File: config.mk
export PLATFORM = sky130hd
export DESIGN_NAME = motion_to_key_step_converter_core
export DESIGN_NICKNAME = d
export VERILOG_FILES = /design/src/rtl/mksc_pkg.sv /design/src/rtl/mksc_ctrl.sv /design/src/rtl/mksc_dp.sv /design/src/rtl/motion_to_key_step_converter_core.sv
export SDC_FILE = /design/constraint.sdc
export NUM_CORES = 1
export LEC_CHECK = 0
export ABC_AREA = 1
export BUFFER_PORTS_ARGS = -buffer_cell sky130_fd_sc_hd__buf_2
export CORE_MARGIN = 3
export CORE_UTILIZATION = 60
export CTS_CLUSTER_SIZE = 8
export DETAILED_ROUTE_END_ITERATION = 10
export GPL_ROUTABILITY_DRIVEN = 0
export PLACE_DENSITY = 0.77
export SYNTH_ARGS = -nofsm -noshare
export SYNTH_HDL_FRONTEND = slang
export SYNTH_SLANG_ARGS = --single-unit
File: constraint.sdc
create_clock -name clk -period 7.47 [get_ports clk]
set_input_delay 1.1205 -clock clk [delete_from_list [all_inputs] [get_ports clk]]
set_output_delay 1.1205 -clock clk [all_outputs]
set_load 0.005 [all_outputs]
File: src/rtl/mksc_pkg.sv
// types and constants of the motion to key step converter
// no dependencies
package mksc_pkg;

  localparam int NUM_AXES = 5;
  localparam int MAX_TAPS = 64;

  typedef logic [2:0] axis_t;
  typedef logic [1:0] dir_t;
  typedef logic [1:0] mode_t;
  typedef logic [3:0] key_t;

  localparam dir_t DIR_NONE = 2'd0;
  localparam dir_t DIR_POS  = 2'd1;
  localparam dir_t DIR_NEG  = 2'd2;

  localparam mode_t MODE_ARROW = 2'd3;

  localparam axis_t AXIS_ARROW_X = 3'd3;
  localparam axis_t AXIS_ARROW_Y = 3'd4;

  localparam key_t KEY_ARROW_RIGHT = 4'd6;
  localparam key_t KEY_ARROW_DOWN  = 4'd8;
  localparam key_t KEY_MAX         = 4'd9;

  localparam logic [15:0] STEP_MIN = 16'd2;
  localparam logic [15:0] STEP_RESET [NUM_AXES] = '{16'd60, 16'd60, 16'd80, 16'd40, 16'd50};

  typedef struct packed {
    logic capture;
    logic prep;
    logic emit;
    logic wb;
  } cmd_t;

  typedef struct packed {
    logic is_clear;
    logic can_emit;
    logic last;
    logic out_free;
  } status_t;

endpackage

File: src/rtl/mksc_ctrl.sv
// controller of the motion to key step converter: idle, prepare, tap loop
// depends on mksc_pkg
module mksc_ctrl (
  input  logic              clk,
  input  logic              rst_n,
  input  logic              in_valid,
  output logic              in_stall,
  input  mksc_pkg::status_t st,
  output mksc_pkg::cmd_t    cmd
);
  import mksc_pkg::*;

  typedef enum logic [2:0] {
    ST_IDLE = 3'b001,
    ST_PREP = 3'b010,
    ST_TAP  = 3'b100
  } state_t;

  state_t state_r, state_nxt;
  logic   done;

  assign in_stall = (state_r != ST_IDLE);

  always_comb begin
    cmd       = '0;
    done      = 1'b0;
    state_nxt = state_r;
    case (state_r)
      ST_IDLE: begin
        cmd.capture = in_valid;
        if (in_valid) begin
          state_nxt = ST_PREP;
        end
      end
      ST_PREP: begin
        cmd.prep  = 1'b1;
        state_nxt = st.is_clear ? ST_IDLE : ST_TAP;
      end
      ST_TAP: begin
        cmd.emit  = st.can_emit && st.out_free;
        done      = !st.can_emit || (cmd.emit && st.last);
        cmd.wb    = done;
        state_nxt = done ? ST_IDLE : ST_TAP;
      end
      default: begin
        state_nxt = ST_IDLE;
      end
    endcase
  end

  always_ff @(posedge clk) begin
    if (!rst_n) begin
      state_r <= ST_IDLE;
    end else begin
      state_r <= state_nxt;
    end
  end

endmodule

File: src/rtl/mksc_dp.sv
// datapath: step registers, axis accumulators and directions, tap loop, output register
// depends on mksc_pkg
module mksc_dp (
  input  logic              clk,
  input  logic              rst_n,
  input  logic              cfg_we,
  input  logic [2:0]        cfg_index,
  input  logic [15:0]       cfg_wdata,
  input  logic [1:0]        in_mode,
  input  logic signed [7:0] in_delta_x,
  input  logic signed [7:0] in_delta_y,
  input  logic              in_clear,
  input  mksc_pkg::cmd_t    cmd,
  output mksc_pkg::status_t st,
  input  logic              out_stall,
  output logic              out_valid,
  output logic [3:0]        out_tap_key,
  output logic              out_last_tap
);
  import mksc_pkg::*;

  logic [15:0]        step_r [NUM_AXES];
  logic signed [17:0] acc_r  [NUM_AXES];
  dir_t               dir_r  [NUM_AXES];
  logic               hsel_r;

  mode_t              it_mode_r;
  logic signed [7:0]  it_dx_r, it_dy_r;
  logic               it_clear_r;

  logic signed [17:0] w_acc_r;
  logic [15:0]        w_thr_r;
  axis_t              w_axis_r;
  key_t               w_key_r;
  logic [5:0]         cnt_r;

  logic               out_valid_r, out_last_r;
  key_t               out_key_r;

  // prepare stage
  logic [7:0]         abs_x, abs_y;
  logic               arrow, hsel_nxt, nz;
  axis_t              sel_axis;
  logic signed [7:0]  sel_delta;
  key_t               sel_key;
  dir_t               new_dir;
  logic signed [17:0] base, acc_load;
  logic [15:0]        thr_load;

  // tap stage
  logic signed [17:0] thr_s, acc_step, acc_wb;
  logic               pos, neg;

  always_comb begin
    abs_x     = it_dx_r[7] ? (~it_dx_r + 8'd1) : it_dx_r;
    abs_y     = it_dy_r[7] ? (~it_dy_r + 8'd1) : it_dy_r;
    arrow     = (it_mode_r == MODE_ARROW);
    if (abs_x > abs_y) begin
      hsel_nxt = 1'b1;
    end else if (abs_y > abs_x) begin
      hsel_nxt = 1'b0;
    end else begin
      hsel_nxt = hsel_r;
    end
    if (arrow) begin
      sel_axis  = hsel_nxt ? AXIS_ARROW_X : AXIS_ARROW_Y;
      sel_delta = hsel_nxt ? it_dx_r : it_dy_r;
      sel_key   = hsel_nxt ? KEY_ARROW_RIGHT : KEY_ARROW_DOWN;
    end else begin
      sel_axis  = {1'b0, it_mode_r};
      sel_delta = it_dy_r;
      sel_key   = {1'b0, it_mode_r, 1'b0};
    end
    nz       = (sel_delta != 8'sd0);
    new_dir  = sel_delta[7] ? DIR_NEG : DIR_POS;
    base     = (nz && dir_r[sel_axis] != DIR_NONE && dir_r[sel_axis] != new_dir) ?
               18'sd0 : acc_r[sel_axis];
    acc_load = base + 18'(sel_delta);
    thr_load = (step_r[sel_axis] < STEP_MIN) ? STEP_MIN : step_r[sel_axis];
  end

  always_comb begin
    thr_s       = signed'({2'b00, w_thr_r});
    pos         = (w_acc_r >= thr_s);
    neg         = (w_acc_r <= -thr_s);
    acc_step    = pos ? (w_acc_r - thr_s) : (w_acc_r + thr_s);
    acc_wb      = cmd.emit ? acc_step : w_acc_r;
    st.is_clear = it_clear_r;
    st.can_emit = pos || neg;
    st.last     = (cnt_r == 6'(MAX_TAPS - 1)) || (acc_step < thr_s && acc_step > -thr_s);
    st.out_free = !out_valid_r || !out_stall;
  end

  always_ff @(posedge clk) begin
    if (!rst_n) begin
      for (int i = 0; i < NUM_AXES; i++) begin
        step_r[i] <= STEP_RESET[i];
      end
    end else if (cfg_we && cfg_index < 3'(NUM_AXES)) begin
      step_r[cfg_index] <= cfg_wdata;
    end
  end

  always_ff @(posedge clk) begin
    if (!rst_n) begin
      for (int i = 0; i < NUM_AXES; i++) begin
        acc_r[i] <= '0;
        dir_r[i] <= DIR_NONE;
      end
      hsel_r <= 1'b1;
    end else if (cmd.prep) begin
      if (it_clear_r) begin
        if (arrow) begin
          acc_r[AXIS_ARROW_X] <= '0;
          dir_r[AXIS_ARROW_X] <= DIR_NONE;
          acc_r[AXIS_ARROW_Y] <= '0;
          dir_r[AXIS_ARROW_Y] <= DIR_NONE;
          hsel_r              <= 1'b1;
        end else begin
          acc_r[sel_axis] <= '0;
          dir_r[sel_axis] <= DIR_NONE;
        end
      end else begin
        if (nz) begin
          dir_r[sel_axis] <= new_dir;
        end
        if (arrow) begin
          hsel_r <= hsel_nxt;
          // the idle arrow axis drops its state when it moves
          if (hsel_nxt && it_dy_r != 8'sd0) begin
            acc_r[AXIS_ARROW_Y] <= '0;
            dir_r[AXIS_ARROW_Y] <= DIR_NONE;
          end
          if (!hsel_nxt && it_dx_r != 8'sd0) begin
            acc_r[AXIS_ARROW_X] <= '0;
            dir_r[AXIS_ARROW_X] <= DIR_NONE;
          end
        end
      end
    end else if (cmd.wb) begin
      acc_r[w_axis_r] <= acc_wb;
    end
  end

  always_ff @(posedge clk) begin
    if (cmd.capture) begin
      it_mode_r  <= in_mode;
      it_dx_r    <= in_delta_x;
      it_dy_r    <= in_delta_y;
      it_clear_r <= in_clear;
    end
    if (cmd.prep) begin
      w_acc_r  <= acc_load;
      w_thr_r  <= thr_load;
      w_axis_r <= sel_axis;
      w_key_r  <= sel_key;
      cnt_r    <= '0;
    end else if (cmd.emit) begin
      w_acc_r <= acc_step;
      cnt_r   <= cnt_r + 6'd1;
    end
    if (cmd.emit) begin
      out_key_r  <= pos ? w_key_r : (w_key_r + 4'd1);
      out_last_r <= st.last;
    end
  end

  always_ff @(posedge clk) begin
    if (!rst_n) begin
      out_valid_r <= 1'b0;
    end else if (cmd.emit) begin
      out_valid_r <= 1'b1;
    end else if (!out_stall) begin
      out_valid_r <= 1'b0;
    end
  end

  assign out_valid    = out_valid_r;
  assign out_tap_key  = out_key_r;
  assign out_last_tap = out_last_r;

endmodule

File: src/rtl/motion_to_key_step_converter_core.sv
// an accepted beat goes from the prepare state to the tap loop, which fills the output
// register; on clear the beat goes from prepare straight back to idle; each item gives
// up to 64 taps, one per cycle from the accumulator step loop, held back by out_stall
// the next input beat is taken while the last tap still waits in the output register
// reset: synchronous on rst_n low; steps back to defaults, accumulators and directions
// cleared, horizontal arrow axis selected, no output pending
module motion_to_key_step_converter_core (
  input  logic              clk,
  input  logic              rst_n,
  input  logic              cfg_we,
  input  logic [2:0]        cfg_index,
  input  logic [15:0]       cfg_wdata,
  input  logic              in_valid,
  output logic              in_stall,
  input  logic [1:0]        in_mode,
  input  logic signed [7:0] in_delta_x,
  input  logic signed [7:0] in_delta_y,
  input  logic              in_clear,
  output logic              out_valid,
  input  logic              out_stall,
  output logic [3:0]        out_tap_key,
  output logic              out_last_tap
);
  import mksc_pkg::*;

  cmd_t    cmd;
  status_t st;

  mksc_ctrl u_ctrl (
    .clk      (clk),
    .rst_n    (rst_n),
    .in_valid (in_valid),
    .in_stall (in_stall),
    .st       (st),
    .cmd      (cmd)
  );

  mksc_dp u_dp (
    .clk          (clk),
    .rst_n        (rst_n),
    .cfg_we       (cfg_we),
    .cfg_index    (cfg_index),
    .cfg_wdata    (cfg_wdata),
    .in_mode      (in_mode),
    .in_delta_x   (in_delta_x),
    .in_delta_y   (in_delta_y),
    .in_clear     (in_clear),
    .cmd          (cmd),
    .st           (st),
    .out_stall    (out_stall),
    .out_valid    (out_valid),
    .out_tap_key  (out_tap_key),
    .out_last_tap (out_last_tap)
  );

endmodule

Word-level counts from Yosys, hierarchy flattened
Memory sizes are Yosys's and may differ from the RTL's.
Cells that the tools add are included.
{ "op_classes": {"add_sub_neg": 8, "magnitude_cmp": 8, "n_eq_ne": 9, "n_mux": 84, "bitwise_logic": 11, "n_reduce_logical": 25} }
{ "op_table": {"columns": ["operator", "count"], "rows": [
  ["2-to-1 mux 18 bit", 10],
  ["2-to-1 mux 1 bit", 48],
  ["OR reduction 18 bit", 2],
  ["2-to-1 mux 8 bit", 4],
  ["2-to-1 mux 3 bit", 10],
  ["nonzero test 8 bit", 3],
  ["adder 18 x 17 -> 18 bit", 1],
  ["adder 18 x 8 -> 18 bit", 1],
  [">= comparator 18 x 17 -> 1 bit", 1],
  ["greater-than comparator 18 bit", 1],
  ["<= comparator 18 bit", 1],
  ["< comparator 18 x 17 -> 1 bit", 1],
  ["negation 16 -> 18 bit", 1],
  ["subtractor 18 x 17 -> 18 bit", 1],
  ["adder 8 x 1 -> 8 bit, second input constant", 2],
  ["greater-than comparator 8 bit", 2],
  ["< comparator 16 x 2 -> 1 bit, second input constant", 1],
  ["2-to-1 mux 16 bit", 1],
  ["2-to-1 mux 2 bit", 8],
  ["inverter 8 bit", 2],
  ["OR reduction 16 bit", 1],
  ["OR 1 bit", 9],
  ["case mux 3 bit (3 select lines)", 1],
  ["logical AND 1 bit", 8],
  ["18 further kinds", 25]
]} }
{ "word_totals": {"register_bits": 76, "mem_bits_rw": 180, "inputBits": 43, "out_inout_bits": 7, "n_memories": 3} }
{ "mem_list": {"columns": ["name", "depth", "word_bits", "rd", "rd_clocked_by_memory_dff", "wr", "line", "rtl"], "rows": [
  ["u_dp.acc_r", 5, 18, 1, 0, 5, "mksc_dp.sv:23", "logic signed [17:0] acc_r [NUM_AXES];"],
  ["u_dp.step_r", 5, 16, 1, 0, 5, "mksc_dp.sv:22", "logic [15:0] step_r [NUM_AXES];"],
  ["u_dp.dir_r", 5, 2, 1, 0, 5, "mksc_dp.sv:24", "dir_t dir_r [NUM_AXES];"]
]} }

Longest topological paths before layout
{ "depth": {"ltp_word": 17, "ltp_mapped": 41} }

Hierarchy
Synthesis repeated with hierarchy kept, for this count alone.
{ "hier_totals": {"hier_cells": 1913, "area_unflattened_um2": 15969.1} }
{ "modules_own_cells": {"columns": ["mod", "instances", "cells_each", "area_per_inst_um2", "seq_area_each_um2"], "rows": [
  ["mksc_dp", 1, 1881, 15777.6, 7066.8],
  ["mksc_ctrl", 1, 32, 191.4, 60.1]
]} }

Least setup slack after synthesis
Ideal clock, no wire load.
{ "synth_timing": {"kind": "register to register", "startpoint": "register u_dp.it_dx_r[0]", "endpoint": "register u_dp.w_acc_r[14]", "arrival_time_ns": 5.363, "t_required_ns": 7.308, "setup_slack_ns": 1.945, "path_stages_with_launch": 34, "path_buffers": 1, "synth_period_minus_slack_ns": 5.525, "cell_sequence": "edfxtp_1 nor3_1 nand2_1 or4_1 ha_1 a21oi_1 o21ai_0 a21o_1 nand2_1 nand2_1 o21ai_1 inv_1 nor4_1 nand2_1 nand3_1 inv_2 clkbuf_1 a21oi_1 ha_1 fa_1 nand2_1 nand2_1 a21oi_1 o21ai_0 and3_1 nor2_1 o21ai_0 a21oi_1 o21ai_0 nand3_1 nand2_1 a21oi_1 o21ai_0 o21ai_0"} }
{ "synth_via": {"elab_chain_len": 15} }
{ "synth_rtl": {"columns": ["element", "line", "rtl"], "rows": [
  ["start: declaration", "mksc_dp.sv:28", "logic signed [7:0] it_dx_r, it_dy_r;"],
  ["start signal: assignment", "mksc_dp.sv:148", "it_dx_r <= in_delta_x;"],
  ["inverter 8 bit", "mksc_dp.sv:55", "abs_x = it_dx_r[7] ? (~it_dx_r + 8'd1) : it_dx_r;"],
  ["adder 8 x 1 -> 8 bit", "mksc_dp.sv:55", null],
  ["2-to-1 mux 8 bit", "mksc_dp.sv:55", null],
  ["greater-than comparator 8 bit", "mksc_dp.sv:60", "end else if (abs_y > abs_x) begin"],
  ["2-to-1 mux 1 bit", "mksc_dp.sv:60", null],
  ["2-to-1 mux 1 bit", "mksc_dp.sv:58", "if (abs_x > abs_y) begin"],
  ["2-to-1 mux 3 bit", "mksc_dp.sv:66", "sel_axis = hsel_nxt ? AXIS_ARROW_X : AXIS_ARROW_Y;"],
  ["2-to-1 mux 3 bit", "mksc_dp.sv:65", "if (arrow) begin"],
  ["memory read (5 x 2 bit)", null, null],
  ["nonzero test 2 bit", "mksc_dp.sv:76", "base = (nz && dir_r[sel_axis] != DIR_NONE && dir_r[sel_axis] != new_dir) ?"],
  ["logical AND 1 bit (2 in a row)", "mksc_dp.sv:76", null],
  ["2-to-1 mux 18 bit", "mksc_dp.sv:76", null],
  ["adder 18 x 8 -> 18 bit (*)", "mksc_dp.sv:78", "acc_load = base + 18'(sel_delta);"],
  ["2-to-1 mux 18 bit (*)", "mksc_dp.sv:152", "if (cmd.prep) begin"],
  ["end signal: assignment", "mksc_dp.sv:153", "w_acc_r <= acc_load;"],
  ["end signal: assignment", "mksc_dp.sv:159", "w_acc_r <= acc_step;"],
  ["end: declaration", "mksc_dp.sv:31", "logic signed [17:0] w_acc_r;"]
]} }
Every way passes the cells marked *; elsewhere a longest branch is shown, timed or not.
A chain may end at the register's enable or synchronous reset.

Worst setup path after layout
Same ends and word-level chain as after synthesis.

==> metrics.yaml <==
drtIter0Drc: 1682
die_w_um: 168
clk_pin_slew_worst_paths_ns: 0.05
firstDrtPassIters: 6
fin_crit_ns: 6.82
synth_area_leaders: "edfxtp_1 39%, ha_1 8.7%, nand2_1 8.1%"
crit_family: "simple AND/OR/NAND/NOR gates"
hold_class: "reg -> reg"
cp_num_buf_inv: 2
synth.most_common_cell: "nand2_1"
max_freq_ghz: 0.147
synthesis.area_um2: 15800
post-dp-hpwl_mm: 32.4
syn_avg_cell_area_um2: 8.38
h-tree-depth: 2
power.leakage_uw: 0.00733
cts_tree: "built"
power.switching_uw: 2250
clock_path_buffers: 3
p_seq_frac: 0.314
clkPwrFrac: 0.273
setup_viol: 0
ir_drop_v: 0.000198
crit_type: "reg -> reg"
start_kind: "flip-flop"
cp-end-kind: "flip-flop"
area_growth_pct: 9.60
maxSlewViolCount: 0
drt-wirelength-per-cell_um: 19.6
floorplan.initialDensity: 0.618
worstPathMaxFanout: 19
drv_cap: 0
power.density_nw_per_um2: 323
grt_max_degree: 58
detail-route-antenna-nets: 0
cp_slowest_cell: "edfxtp_1"
fin_crit_sh: 0.914
n_fill_cell: 2044
synth_top_area_share: 0.393
rsz0062_at_grt: "no"
synth_flop_cell: "edfxtp_1"
grt_usage: 0.311
overflow: 0
setup-tns-final_ns: 0
drive_gt1_frac: 0.0946
antenna_found_initial: 1
intPower_uw: 3330
coreArea_um2: 25500
drc: 0
finalNetCount: 2071
status: "completed"
ys_warn_count: 0
cts.sinks: 253
grt_pass1_wl_mm: 69.7
ys_types: 61
wirelength_mm: 44.3
arrival_ns: 7.20
yosysTopAreaCell: "edfxtp_1"
hold_viol_final: 0
slowest_delay_ns: 0.46
netlist_top_cells_count: "338 x nand2_1, 275 x nor2_1, 212 x inv_1, 206 x edfxtp_1, 133 x o21ai_0"
cts_setup_buffers: 0
synth-edff-count: 206
cp.required_ns: 7.84
total_power_uw: 5580
yosysSeqAreaShare: 0.452
cts.repair.resized: 0
p_comb_frac: 0.413
port_buffers: 49
clock_skew_ns: 0.0156
clock_latency_ns: 0.52
viasPerCell: 6.00
tightest_slew_ns: 1.08
synthArstFlopShare: 0
cts-root-buf: "clkbuf_16"
synthesis.nets: 2035
grt_pass1_vias: 13100
die_area_um2: 28200
postCtsHoldBufs: 0
cpMostUsedCell: "nand2_1"
netlist_instances: 1879
die_y_um: 168
pin_count: 50
ys_seq_elements: 253
vias: 13600
rows: 58
antennaDiodeCount: 0
numCtsBuffers: 37
slew_headroom: 0.282
swShare: 0.403
-- per-layer routing --
layer / track usage / share of wire
met1: 0.404 / 0.39
met2: 0.513 / 0.47
met3: 0.0571 / 0.099
met4: 0.134 / 0.043
met5: 0 / 0.00029
-- sequential cells by signal (all words and copies together), names as in the netlist, 6 cells and up --
signal and count:
u_dp.step_r 80, u_dp.dir_r 10, u_dp.it_dy_r 8, u_dp.cnt_r 6, u_dp.w_acc_r 18, u_dp.it_dx_r 8, u_dp.w_thr_r 16, u_dp.acc_r 90
-- cell type report --
type	instances	area, µm²	area share
Inverter	221	832	0.0482
Clock inverter	3	37.5	0.00217
Timing Repair Buffer	67	380	0.0220
Multi-Input combinational cell	1335	7470	0.433
Tap cell	330	413	0.0239
Sequential cell	253	7130	0.413
Clock buffer	55	1000	0.0581
-- cells in the final DEF, fill, tap and decap left out, drive strengths merged, types with 2 or more instances in the layout --
master and n:
xor2 40, o221ai 7, o221a 12, a31oi 3, nor2 292, o21bai 4, fa 3, a22o 3
o21a 3, or2 6, o211ai 16, a21oi 128, a211oi 7, a21boi 2, nand3b 2, dfxtp 47
inv 223, nand3 103, edfxtp 206, o31ai 8, o21ai 150, nand2 352, buf 67, xnor2 7
o22ai 4, nor3 37, clkbuf 55, ha 110, and2 3, nand4 16, nor4 6, a21o 3
-- final timing paths --
check | start | endpoint | slack (ns) | cells after the start
worst min-delay path | u_dp.w_key_r[3]$_SDFFCE_PP0N_ | u_dp.out_tap_key[3]$_DFFE_PP_ | 0.42 | 0
worst max-delay path | u_dp.it_dx_r[0]$_DFFE_PP_ | u_dp.w_acc_r[14]$_DFF_P_ | 0.65 | 33
worst max register to register | u_dp.it_dx_r[0]$_DFFE_PP_ | u_dp.w_acc_r[14]$_DFF_P_ | 0.65 | 33
worst min register to register | u_dp.w_key_r[3]$_SDFFCE_PP0N_ | u_dp.out_tap_key[3]$_DFFE_PP_ | 0.42 | 0
-- logic make-up (layout without fill, tap and decap cells) --
kind of cell | Yosys count | after routing | share of synthesized area
muxes | 1 | 1 | 0.000636
buffers and inverters | 291 | 346 | 0.0755
AOI/OAI and AO/OA | 355 | 355 | 0.129
adders and majority gates | 113 | 113 | 0.0912
and+or+nand+nor | 819 | 819 | 0.225
DFF | 253 | 253 | 0.452
xor gates and xnor gates | 47 | 47 | 0.0261
-- power groups by stage --
stage	Sequential, µW	Combinational (µW)	Clock (µW)
3_5_place_dp	1770	2220	0
2_1_floorplan	1730	1680	0
5_1_grt	1760	2570	1590
4_1_cts	1750	2240	1530
3_3_place_gp	1770	2160	0
6_report	1750	2300	1520
-- through the flow --
step	cells	cell area (µm²)	worst slack [ns]	util	hold slack [ns]
after CTS	2264	17200	0.314	0.677	0.422
after global placement	2206	16200	0.513	0.636	0.426
after global routing	2264	17300	0.0818	0.678	0.424
after detailed placement	2206	16200	0.386	0.636	0.410
final	2264	17300	0.646	0.678	0.418
after floorplan	1879	15800	1.95	-	0.400
Note: power is estimated with default switching activity, not from simulation.
